## src/rtl/qpd_pkg.sv

```systemverilog
package qpd_pkg;

    // Characters with a meaning in quoted-printable text
    localparam logic [7:0] CH_EQ = 8'h3D;
    localparam logic [7:0] CH_CR = 8'h0D;
    localparam logic [7:0] CH_LF = 8'h0A;

    // A single input byte causes at most this many result bytes
    localparam int JOB_SLOTS = 3;

    typedef logic [1:0] slot_idx_t;

    // Work for the back end: up to three bytes caused by one request
    typedef struct packed {
        slot_idx_t                   cnt;    // number of results, 1 to 3
        logic [JOB_SLOTS-1:0][7:0]   bytes;  // results, slot 0 first
        logic                        empty;  // single empty end marker
        logic                        last;   // final byte of the message
    } job_t;

    function automatic logic is_hex(input logic [7:0] c);
        return (c >= 8'h30 && c <= 8'h39) || (c >= 8'h41 && c <= 8'h46) ||
               (c >= 8'h61 && c <= 8'h66);
    endfunction

    function automatic logic [3:0] hex_val(input logic [7:0] c);
        logic [7:0] v;
        v = 8'h00;
        if (c >= 8'h30 && c <= 8'h39)
        begin
            v = c - 8'h30;
        end
        else if (c >= 8'h41 && c <= 8'h46)
        begin
            v = c - 8'h37;
        end
        else if (c >= 8'h61 && c <= 8'h66)
        begin
            v = c - 8'h57;
        end
        return v[3:0];
    endfunction

endpackage

```

## src/rtl/qpd_front.sv

```systemverilog
module qpd_front (
    input  logic          clk,
    input  logic          rst_n,
    input  logic          in_valid,
    input  logic [7:0]    in_byte,
    input  logic          in_final,
    output logic          in_ready,
    input  logic          q_ready,
    output logic          push,
    output qpd_pkg::job_t job
);
    import qpd_pkg::*;

    localparam logic [1:0] PH_IDLE = 2'd0;
    localparam logic [1:0] PH_EQ   = 2'd1;
    localparam logic [1:0] PH_HELD = 2'd2;

    logic [1:0] phase_reg, phase_next;
    logic [7:0] held_reg, held_next;
    logic       accept;
    logic       hold_eq;

    assign in_ready = q_ready;
    assign accept   = in_valid && q_ready;
    // An equals sign that is not the final byte opens a new escape
    assign hold_eq  = (in_byte == CH_EQ) && !in_final;

    // Classify the byte against the pending escape
    always_comb
    begin
        job        = '0;
        phase_next = PH_IDLE;
        held_next  = held_reg;
        unique case (phase_reg)
            PH_EQ:
            begin
                if (in_byte == CH_LF)
                begin
                    phase_next = PH_IDLE;
                end
                else if ((in_byte == CH_CR || is_hex(in_byte)) && !in_final)
                begin
                    phase_next = PH_HELD;
                    held_next  = in_byte;
                end
                else
                begin
                    job.bytes[0] = CH_EQ;
                    if (hold_eq)
                    begin
                        job.cnt    = 2'd1;
                        phase_next = PH_EQ;
                    end
                    else
                    begin
                        job.bytes[1] = in_byte;
                        job.cnt      = 2'd2;
                    end
                end
            end
            PH_HELD:
            begin
                if (held_reg == CH_CR && in_byte == CH_LF)
                begin
                    phase_next = PH_IDLE;
                end
                else if (held_reg != CH_CR && is_hex(held_reg) && is_hex(in_byte))
                begin
                    job.bytes[0] = {hex_val(held_reg), hex_val(in_byte)};
                    job.cnt      = 2'd1;
                end
                else
                begin
                    job.bytes[0] = CH_EQ;
                    job.bytes[1] = held_reg;
                    if (hold_eq)
                    begin
                        job.cnt    = 2'd2;
                        phase_next = PH_EQ;
                    end
                    else
                    begin
                        job.bytes[2] = in_byte;
                        job.cnt      = 2'd3;
                    end
                end
            end
            default:
            begin
                if (hold_eq)
                begin
                    phase_next = PH_EQ;
                end
                else
                begin
                    job.bytes[0] = in_byte;
                    job.cnt      = 2'd1;
                end
            end
        endcase

        // Close the message: drop any escape, mark an empty run
        if (in_final)
        begin
            phase_next = PH_IDLE;
            job.last   = 1'b1;
            if (job.cnt == 2'd0)
            begin
                job.cnt   = 2'd1;
                job.empty = 1'b1;
            end
        end
    end

    assign push = accept && (job.cnt != 2'd0);

    // Advance escape state on each accepted request
    always_ff @(posedge clk or negedge rst_n)
    begin
        if (!rst_n)
        begin
            phase_reg <= PH_IDLE;
            held_reg  <= 8'h00;
        end
        else if (accept)
        begin
            phase_reg <= phase_next;
            held_reg  <= held_next;
        end
    end

endmodule

```

## src/rtl/qpd_queue.sv

```systemverilog
module qpd_queue #(
    parameter int DEPTH = 4    // 2 or more
) (
    input  logic          clk,
    input  logic          rst_n,
    input  logic          push,
    input  qpd_pkg::job_t push_job,
    output logic          in_ready,
    input  logic          pop,
    output logic          out_valid,
    output qpd_pkg::job_t head_job
);
    import qpd_pkg::*;

    localparam int PW = $clog2(DEPTH);
    localparam int CW = $clog2(DEPTH + 1);
    localparam logic [PW-1:0] PTR_LAST = PW'(DEPTH - 1);
    localparam logic [CW-1:0] CNT_FULL = CW'(DEPTH);

    job_t          slots_reg [DEPTH];
    logic [PW-1:0] wr_ptr_reg, wr_ptr_next;
    logic [PW-1:0] rd_ptr_reg, rd_ptr_next;
    logic [CW-1:0] count_reg, count_next;

    assign in_ready  = (count_reg != CNT_FULL);
    assign out_valid = (count_reg != '0);
    assign head_job  = slots_reg[rd_ptr_reg];

    // Wrap pointers and track fill level
    always_comb
    begin
        wr_ptr_next = wr_ptr_reg;
        rd_ptr_next = rd_ptr_reg;
        count_next  = count_reg;
        if (push)
        begin
            wr_ptr_next = (wr_ptr_reg == PTR_LAST) ? '0 : wr_ptr_reg + 1'b1;
        end
        if (pop)
        begin
            rd_ptr_next = (rd_ptr_reg == PTR_LAST) ? '0 : rd_ptr_reg + 1'b1;
        end
        if (push && !pop)
        begin
            count_next = count_reg + 1'b1;
        end
        else if (pop && !push)
        begin
            count_next = count_reg - 1'b1;
        end
    end

    always_ff @(posedge clk or negedge rst_n)
    begin
        if (!rst_n)
        begin
            wr_ptr_reg <= '0;
            rd_ptr_reg <= '0;
            count_reg  <= '0;
        end
        else
        begin
            wr_ptr_reg <= wr_ptr_next;
            rd_ptr_reg <= rd_ptr_next;
            count_reg  <= count_next;
        end
    end

    // Store the job at the write pointer
    always_ff @(posedge clk)
    begin
        if (push)
        begin
            slots_reg[wr_ptr_reg] <= push_job;
        end
    end

endmodule

```

## src/rtl/qpd_back.sv

```systemverilog
module qpd_back (
    input  logic          clk,
    input  logic          rst_n,
    input  logic          q_valid,
    input  qpd_pkg::job_t head_job,
    output logic          pop,
    output logic          out_valid,
    input  logic          out_ready,
    output logic [7:0]    out_byte,
    output logic          out_flag,
    output logic          out_last
);
    import qpd_pkg::*;

    slot_idx_t  idx_reg, idx_next;
    logic       valid_reg, valid_next;
    logic [7:0] byte_reg, byte_next;
    logic       flag_reg, flag_next;
    logic       last_reg, last_next;
    logic       load;
    logic       take;
    logic       final_slot;

    // Refill the output register whenever it is empty or being drained
    assign load       = !valid_reg || out_ready;
    assign take       = load && q_valid;
    assign final_slot = (idx_reg == head_job.cnt - 2'd1);
    assign pop        = take && final_slot;

    always_comb
    begin
        idx_next   = idx_reg;
        valid_next = load ? q_valid : valid_reg;
        byte_next  = byte_reg;
        flag_next  = flag_reg;
        last_next  = last_reg;
        if (take)
        begin
            byte_next = head_job.bytes[idx_reg];
            flag_next = !head_job.empty;
            last_next = head_job.last && final_slot;
            idx_next  = final_slot ? '0 : idx_reg + 2'd1;
        end
    end

    always_ff @(posedge clk or negedge rst_n)
    begin
        if (!rst_n)
        begin
            idx_reg   <= '0;
            valid_reg <= 1'b0;
        end
        else
        begin
            idx_reg   <= idx_next;
            valid_reg <= valid_next;
        end
    end

    // Hold the result payload until taken
    always_ff @(posedge clk)
    begin
        byte_reg <= byte_next;
        flag_reg <= flag_next;
        last_reg <= last_next;
    end

    assign out_valid = valid_reg;
    assign out_byte  = byte_reg;
    assign out_flag  = flag_reg;
    assign out_last  = last_reg;

endmodule

```

## src/rtl/quoted_printable_decoder_core.sv

```systemverilog
// Channel  | Fields                                | Handshake
// s_axis   | tdata: in_byte; tlast: final_byte      | tvalid/tready
// m_axis   | tdata: out_byte; tuser: byte_valid;    | tvalid/tready
//          | tlast: run_last                        |
//
// One request is taken per cycle while the job queue has room; the front end
// decodes it in the same cycle. The back end hands out one result per cycle
// from its output register when m_axis_tready is high; a request that expands
// to two or three bytes sends them in turn. A first result passes the queue
// and then the output register. The queue holds QUEUE_DEPTH jobs before
// s_axis_tready drops. rst_n clears escape state, queue and output valid.
module quoted_printable_decoder_core #(
    parameter int QUEUE_DEPTH = 4
) (
    input  logic       clk,
    input  logic       rst_n,
    input  logic       s_axis_tvalid,
    output logic       s_axis_tready,
    input  logic [7:0] s_axis_tdata,   // [7:0] in_byte
    input  logic       s_axis_tlast,
    output logic       m_axis_tvalid,
    input  logic       m_axis_tready,
    output logic [7:0] m_axis_tdata,   // [7:0] out_byte
    output logic       m_axis_tuser,   // [0] byte_valid
    output logic       m_axis_tlast
);
    import qpd_pkg::*;

    job_t front_job;
    job_t head_job;
    logic push;
    logic pop;
    logic q_ready;
    logic q_valid;

    // Classify each request against the escape state
    qpd_front u_front (
        .clk      (clk),
        .rst_n    (rst_n),
        .in_valid (s_axis_tvalid),
        .in_byte  (s_axis_tdata),
        .in_final (s_axis_tlast),
        .in_ready (s_axis_tready),
        .q_ready  (q_ready),
        .push     (push),
        .job      (front_job)
    );

    // Decouple front and back
    qpd_queue #(
        .DEPTH (QUEUE_DEPTH)
    ) u_queue (
        .clk       (clk),
        .rst_n     (rst_n),
        .push      (push),
        .push_job  (front_job),
        .in_ready  (q_ready),
        .pop       (pop),
        .out_valid (q_valid),
        .head_job  (head_job)
    );

    // Serialize jobs into single result bytes
    qpd_back u_back (
        .clk       (clk),
        .rst_n     (rst_n),
        .q_valid   (q_valid),
        .head_job  (head_job),
        .pop       (pop),
        .out_valid (m_axis_tvalid),
        .out_ready (m_axis_tready),
        .out_byte  (m_axis_tdata),
        .out_flag  (m_axis_tuser),
        .out_last  (m_axis_tlast)
    );

endmodule

```

## config.mk

```make
export PLATFORM = sky130hd
export DESIGN_NAME = quoted_printable_decoder_core
export DESIGN_NICKNAME = d
export VERILOG_FILES = /design/src/rtl/qpd_pkg.sv /design/src/rtl/qpd_front.sv /design/src/rtl/qpd_queue.sv /design/src/rtl/qpd_back.sv /design/src/rtl/quoted_printable_decoder_core.sv
export SDC_FILE = /design/constraint.sdc
export NUM_CORES = 1
export LEC_CHECK = 0
export BUFFER_PORTS_ARGS = -buffer_cell sky130_fd_sc_hd__buf_2
export CAP_MARGIN = 15
export CELL_PAD_IN_SITES_DETAIL_PLACEMENT = 1
export CELL_PAD_IN_SITES_GLOBAL_PLACEMENT = 2
export CORE_MARGIN = 3
export CORE_UTILIZATION = 49
export DETAILED_ROUTE_END_ITERATION = 10
export PLACE_DENSITY = 0.87
export SLEW_MARGIN = 10
export SYNTH_ARGS = -nofsm -noshare
export SYNTH_HDL_FRONTEND = slang
export SYNTH_HIERARCHICAL = 1
export SYNTH_SLANG_ARGS = --single-unit
```

## constraint.sdc

```tcl
create_clock -name clk -period 6.4 [get_ports clk]
set_input_delay 0.64 -clock clk [delete_from_list [all_inputs] [get_ports clk]]
set_output_delay 0.64 -clock clk [all_outputs]
set_load 0.005 [all_outputs]
```

=== After elaboration in Yosys (flattened, before gate mapping) ===
Memory sizes are Yosys's and may differ from the RTL's.
Cells that the tools add are included.

* Flip-flop bits (word level): 30
* Bits in writable memories: 112
* Input bits: 13
* Output and inout port bits: 12
* Word-level logic and storage cells: 124
* Memories: 1

* Add/subtract/negate cells: 12
* $lt $le $gt $ge: 13
* Equal/unequal tests: 11
* Multiplexer cells: 42
* Bitwise operators: 1
* Reduce and logical (&&, ||, !) cells: 34

{| class="wikitable"
|+ Memories
! name !! words !! bits a word !! rd ports !! clocked after Yosys merged registers in !! write ports !! line !! text
|-
| u_queue.slots_reg || 4 || 28 || 1 || 0 || 1 || qpd_queue.sv:20 || <nowiki>job_t slots_reg [DEPTH];</nowiki>
|}

{| class="wikitable"
|+ Operators with widths
! cell !! number
|-
| $mux 16 || 3
|-
| $ge 8x7->1 const B || 4
|-
| $le 8x7->1 const B || 4
|-
| $mux 8 || 4
|-
| $pmux 8 s2 || 2
|-
| $mux 2 || 15
|-
| $mux 26 || 1
|-
| $eq 8x4->1 const B || 3
|-
| $mux 4 || 6
|-
| $logic_and 1x1->1 || 18
|-
| $bmux 8 s2 || 1
|-
| $ge 8x6->1 const B || 2
|-
| $le 8x6->1 const B || 2
|-
| $sub 4x3->4 const B || 4
|-
| $eq 8x6->1 const B || 1
|-
| $ne 8x4->1 const B || 1
|-
| $pmux 2 s2 || 2
|-
| $sub 4x1->4 const B || 2
|-
| $add 2x1->2 const B || 3
|-
| $eq 2x2->1 const B || 3
|-
| $logic_or 1x1->1 || 6
|-
| $mux 1 || 6
|-
| $mux 3 || 2
|-
| $logic_not 1->1 || 5
|-
| 12 further kinds || 13
|}

=== Longest topological paths before layout ===
* Depth in word-level cells: 18
* Gate-level depth with buffers: 14
* Gate-level depth less buffers: 13

=== Cells and area by module ===
The synthesis kept the hierarchy.

{| class="wikitable"
|+ Modules (own cells, without submodules)
! module !! times used !! cells each !! area each (µm²) !! sequential area each (µm²)
|-
| qpd_queue || 1 || 184 || 4459.3 || 3538.4
|-
| qpd_front || 1 || 166 || 1318.8 || 250.2
|-
| qpd_back || 1 || 60 || 658.1 || 375.4
|}

=== Least setup slack after synthesis ===
OpenSTA, ideal clock, no wires.

* Kind: input to register
* Start: input port s_axis_tdata[2]
* End: memory u_queue/slots_reg[1][0] (netlist name) (enable)
* Library setup time: 387 ps
* Data arrival time: 3299 ps
* Data required time: 6013 ps
* Setup slack: 2714 ps
* Cell stages on the path: 6
* Buffers on the path: 1
* Cell sequence: clkbuf_1 > and3b_1 > a41oi_1 > a22oi_1 > o31ai_1 > and2_1

* Longest elaborated chain between the ends: 16
* Elaborated cells on any way between the ends: 34
* Classes of those cells: 6 x order compare; 3 x eq/ne; 12 x mux; 13 x reduce/logical

{| class="wikitable"
|+ Ends and longest elaborated chain
! what !! line !! text
|-
| from (decl) || quoted_printable_decoder_core.sv:19 || <nowiki>input logic [7:0] s_axis_tdata,</nowiki>
|-
| $ge 8x6->1, or another cell as far along || qpd_pkg.sv:22 || <nowiki>return (c >= 8'h30 && c <= 8'h39) || (c >= 8'h41 && c <= 8'h46) ||</nowiki>
|-
| $logic_and 1x1->1 || qpd_pkg.sv:22 ||
|-
| $logic_or 1x1->1 (2 in series) || qpd_pkg.sv:22 ||
|-
| $logic_or 1x1->1 || qpd_front.sv:41 || <nowiki>else if ((in_byte == CH_CR || is_hex(in_byte)) && !in_final)</nowiki>
|-
| $logic_and 1x1->1 || qpd_front.sv:41 ||
|-
| $mux 2 || qpd_front.sv:41 ||
|-
| $mux 2 || qpd_front.sv:37 || <nowiki>if (in_byte == CH_LF)</nowiki>
|-
| $pmux 2 s2 * || qpd_front.sv:34 || <nowiki>unique case (phase_reg)</nowiki>
|-
| $logic_not 2->1 || qpd_front.sv:107 || <nowiki>if (job.cnt == 2'd0)</nowiki>
|-
| $mux 2 || qpd_front.sv:107 ||
|-
| $mux 2 * || qpd_front.sv:103 || <nowiki>if (in_final)</nowiki>
|-
| $reduce_bool 2->1 * || qpd_front.sv:115 || <nowiki>assign push = accept && (job.cnt != 2'd0);</nowiki>
|-
| $logic_and 1x1->1 * || qpd_front.sv:115 ||
|-
| named net push || quoted_printable_decoder_core.sv:31 || <nowiki>logic push;</nowiki>
|-
| $mux 1 * || qpd_queue.sv:72 || <nowiki>if (push)</nowiki>
|-
| $mux 1 (not written as such) * || qpd_queue.sv:74 || <nowiki>slots_reg[wr_ptr_reg] <= push_job;</nowiki>
|-
| to (decl) || qpd_queue.sv:20 ||
|}

Mark *: on every way through the listed nets, which the timed path passes. The rest lies on a longest branch.

=== Worst setup path in the final report ===
* Start: input port s_axis_tdata[1]
* End: register u_queue.count_reg[2]

* Longest elaborated chain between the ends: 17
* Elaborated cells on any way between the ends: 37
* Classes of those cells: 6 x order compare; 3 x eq/ne; 11 x mux; 17 x reduce/logical

{| class="wikitable"
|+ Ends and longest elaborated chain
! what !! line !! text
|-
| $ge 8x6->1, or another cell as far along || qpd_pkg.sv:22 ||
|-
| $logic_and 1x1->1 || qpd_pkg.sv:22 ||
|-
| $logic_or 1x1->1 (2 in series) || qpd_pkg.sv:22 ||
|-
| $logic_or 1x1->1 || qpd_front.sv:41 ||
|-
| $logic_and 1x1->1 || qpd_front.sv:41 ||
|-
| $mux 2 || qpd_front.sv:41 ||
|-
| $mux 2 || qpd_front.sv:37 ||
|-
| $pmux 2 s2 * || qpd_front.sv:34 ||
|-
| $logic_not 2->1 || qpd_front.sv:107 ||
|-
| $mux 2 || qpd_front.sv:107 ||
|-
| $mux 2 * || qpd_front.sv:103 ||
|-
| $reduce_bool 2->1 * || qpd_front.sv:115 ||
|-
| $logic_and 1x1->1 * || qpd_front.sv:115 ||
|-
| named net push || quoted_printable_decoder_core.sv:31 ||
|-
| $logic_not 1->1 || qpd_queue.sv:47 || <nowiki>else if (pop && !push)</nowiki>
|-
| $logic_and 1x1->1 || qpd_queue.sv:47 ||
|-
| $reduce_bool 2->1 (no line) || - ||
|-
| to (signal assigned) || qpd_queue.sv:65 || <nowiki>count_reg <= count_next;</nowiki>
|-
| to (decl) || qpd_queue.sv:23 || <nowiki>logic [CW-1:0] count_reg, count_next;</nowiki>
|}

Marked as above.
A chain may end at the register's enable or synchronous reset.

==> implementation parameters <==
Parameter                              Value

Status
  Result of the run ... complete, no violations

Pwr
  Internal Pwr Total ... roughly 2.2 mW
  Pleak ... 2.62 nW
  Maximum VDD drop ... between 0.2 and 0.25 mV
  Power density over the cells ... between 400 and 500 mW/mm^2
  Post-layout power ... a little over 3 mW
  Switching fraction of total power ... between 20 and 30%
  Part of the power in combinational logic ... 25.6%
  Clock power frac ... a little under a third
  Seq pwr share ... roughly 43%
  Switching power ... roughly 850 uW

Setup path
  CP arrival ... between 4000 and 5000 ps
  Category of the most critical setup path ... in -> reg
  Maximum fanout count along the critical path ... 14
  Cell with the biggest individual delay on the critical path ... sky130_fd_sc_hd__o31ai_1
  Critical Path Source Type ... input port
  Kind of end point of the critical path ... register
  Peak per-stage delay on the critical path ... slightly above 800 ps
  Required time at the worst-slack endpoint ... 6740 ps
  Series of cell instances along the critical path ... buf_2 -> inv_1 -> ha_1 -> nor3b_1 -> nor3_1 -> o22ai_1 -> a22oi_1 -> o31ai_1 -> ha_1 -> inv_1 -> fa_1 -> xor2_1 -> nor2_1 -> xor2_1

Routing
  Drc violations ... 0
  Routed wire length ... 14.0 mm
  Number of detailed-route iterations in the first pass ... 5
  Number of vias after detailed routing ... 3642
  Routed vias/inst ... 5.82
  Number of violations reported at the end of detailed-routing iteration 0 ... between 200 and 250
  WL per Instance ... 22.3 um
  Detail Route Antenna Nets ... 0

GRT
  Pin count of the biggest net entering global routing ... 31
  Total congestion overflow after global routing ... 0
  Total track usage ... 20.7%
  Antenna violations before repair ... 0
  Number of global-route vias before repair ... roughly 3.9k
  Wire length of the first global-routing pass ... 22.0 mm

Synthesis
  Prevailing post-synth register cell ... sky130_fd_sc_hd__edfxtp_1
  Post-Synthesis Cells ... 410
  Syn avg cell area ... approximately 16 um^2
  Sequential cell area fraction in the yosys report ... roughly two thirds
  Post-synth EDFFs ... 122
  Post-synth ARST share ... 14.1%
  Synth area leader ... sky130_fd_sc_hd__edfxtp_1
  Fraction of synthesized cell area taken by the top area cell type ... between 50% and 60%
  Distinct cell type count of the synthesized netlist ... 55
  #FFs+latches synth ... ~140
  Synthesis Warnings ... 6
  Synthesized cell area ... about 0.0064 mm^2
  Most instantiated cells after synthesis ... 122 x sky130_fd_sc_hd__edfxtp_1, 28 x sky130_fd_sc_hd__mux4_2, 26 x sky130_fd_sc_hd__nand2_1
  Mapped Nets ... around 440
  Synth area leaders ... sky130_fd_sc_hd__edfxtp_1 57%, sky130_fd_sc_hd__mux4_2 9.8%, sky130_fd_sc_hd__dfrtp_1 7.8%
  Most used standard cell by instance count after synthesis ... sky130_fd_sc_hd__edfxtp_1

Clock tree
  Clk sinks ... about 140
  Post-CTS Setup Inserts ... 0
  Number of buffers created by CTS ... 17
  Maximum number of buffers from clock root to sink ... 2
  Post-CTS sizing ... 0
  TritonCTS clock tree ... built
  Deepest level of the CTS H-tree ... 4
  Clock root buffer ... sky130_fd_sc_hd__clkbuf_16
  Clk pin slew, worst setup/hold paths ... around 60 ps
  Count of hold-fix buffers inserted at cts ... 0
  Clk_lat worst skew ... around 420 ps

Finish
  Combined flip-flop and latch cell area ... roughly 0.0042 mm^2
  Synthesis-to-layout area growth ... 13.3%
  Max reg flops ... 112
  Area of combinational cells with multiple inputs ... about 0.0021 mm^2
  Final instance count without filler cells ... about 630
  Number of fill cells ... 1246
  Antenna diode count ... 0
  Count of nets after finishing ... around 470
  Fraction of final layout cells sized beyond drive strength 1 ... 24.2%

STA
  Final Worst Setup Slack ... about 1900 ps
  Actual transition at the worst max-transition pin ... just over 1000 ps
  RSZ-0062 raised after global routing ... no
  Final cycle utilization of the critical path ... 70.4%
  Number of hold-slack violations in the final timing report ... 0
  Worst relative slew slack ... approximately 32%
  Final setup violation count ... 0
  Post-layout minimum cycle time ... roughly 4500 ps
  Maximum clock rate ... between 200 and 250 MHz
  Worst Clk Skew ... 8.02 ps
  Pins over their slew limit ... 0
  Total Neg Setup Slack ... 0 ps

Floorplan
  Overall die width ... between 100 and 150 um
  Core box area ... 0.0127 mm^2
  Starting Density ... roughly half
  Total Die Area ... about 0.015 mm^2
  Row Count ... a little over 40
  Height of the chip ... roughly 120 um
  IO Pins ... 25

Placed design
  Number of placed cells counting well taps ... approximately 590
  Worst Setup Slack post-DPL ... around 1600 ps
  Count of buffers from port buffering ... 24
  Routability congestion estimate ... ~0.9
  DPL Wire Length ... between 9 and 10 mm

Min path
  Class of the tightest hold or removal check ... in -> async

Run
  Number of violations of the max-capacitance limit ... 0
## cell usage in the layout, fill, tap and decap left out, types with 11 or more instances in the layout
cell type | Yosys | routed
sky130_fd_sc_hd__edfxtp_1 | 122 | 122
sky130_fd_sc_hd__mux4_2 | 28 | 28
sky130_fd_sc_hd__nand2_1 | 26 | 26
sky130_fd_sc_hd__buf_2 | 3 | 24
sky130_fd_sc_hd__dfrtp_1 | 20 | 19
sky130_fd_sc_hd__clkbuf_16 | 0 | 17
sky130_fd_sc_hd__inv_1 | 17 | 17
sky130_fd_sc_hd__ha_1 | 17 | 17
sky130_fd_sc_hd__nand3_1 | 16 | 16
sky130_fd_sc_hd__a21oi_1 | 16 | 16
sky130_fd_sc_hd__o21ai_0 | 15 | 15
sky130_fd_sc_hd__buf_4 | 4 | 11
sky130_fd_sc_hd__nor2_1 | 11 | 11
## worst max-delay path, delay by kind of cell
kind / cells / cell delay (ps)
adders and majority gates: 3 / 890
xor gates and xnor gates: 2 / 290
buffers and inverters: 3 / 340
and+or+nand+nor: 3 / 610
AOI/OAI and AO/OA: 3 / 2060
## logic make-up (layout without fill, tap and decap cells)
| kind of cell | after synthesis | count (layout) | synth area share (%) |
|---|---|---|---|
| fa+ha+maj | 18 | 18 | 3.62 |
| flops | 142 | 142 | 64.7 |
| compound gates | 56 | 56 | 5.68 |
| simple gates | 98 | 98 | 8.32 |
| buf+inv | 40 | 84 | 3.21 |
| xor+xnor | 8 | 8 | 1.09 |
| mux | 48 | 48 | 13.4 |
## stage by stage
step | area [um^2] | utilization [%] | hold WS, ps
finish | 7290 | 57.3 | 182
global route | 7290 | 57.3 | 205
CTS | 7290 | 57.3 | 184
detailed placement | 6710 | 52.8 | 483
global placement | 6710 | 52.8 | 474
floorplan | 6440 | - | 344
## final cells by class
cell class              instances  share of cell area (%)
clock buffers                  19                    5.94
inverters                      17                   0.875
flip-flops and latches        142                    57.1
repair buffers                 35                    2.78
multi-input cells             228                    28.3
well taps                     172                    2.95
clock inverters                13                    2.02
## power groups by stage
stage	Sequential [mW]	Clock, mW	Combinational, mW
finish	1.31	0.958	0.782
global route	1.33	1.02	0.864
detailed placement	1.33	0	0.792
floorplan	1.31	0	0.591
CTS	1.32	0.973	0.799
global placement	1.32	0	0.767
## final timing paths
| path | slack (ps) | start | end | depth (start not counted) |
|---|---|---|---|---|
| hold reg to reg | 490 | u_queue/count_reg[2] | u_queue/count_reg[2] | 1 |
| max in group asynchronous | 5860 | rst_n | u_queue/rd_ptr_reg[0] | 1 |
| setup reg to reg | 1920 | u_front/held_reg[0] | u_queue/count_reg[2] | 13 |
| min in group clk | 490 | u_queue/count_reg[2] | u_queue/count_reg[2] | 1 |
| hold / removal | 180 | rst_n | u_queue/count_reg[0] | 1 |
| setup / recovery | 1890 | s_axis_tdata[1] | u_queue/count_reg[2] | 14 |
## per-layer routing
layer / vias to the layer above / track usage [%] / wire (um)
li1: 1649 / - / -
met1: 1875 / 26.9 / 5890
met2: 96 / 34.4 / 7250
met3: 22 / 4.91 / 575
met4: 0 / 7.15 / 268
met5: - / 0 / 0
No activity file was read; power rests on OpenSTA's default activity.
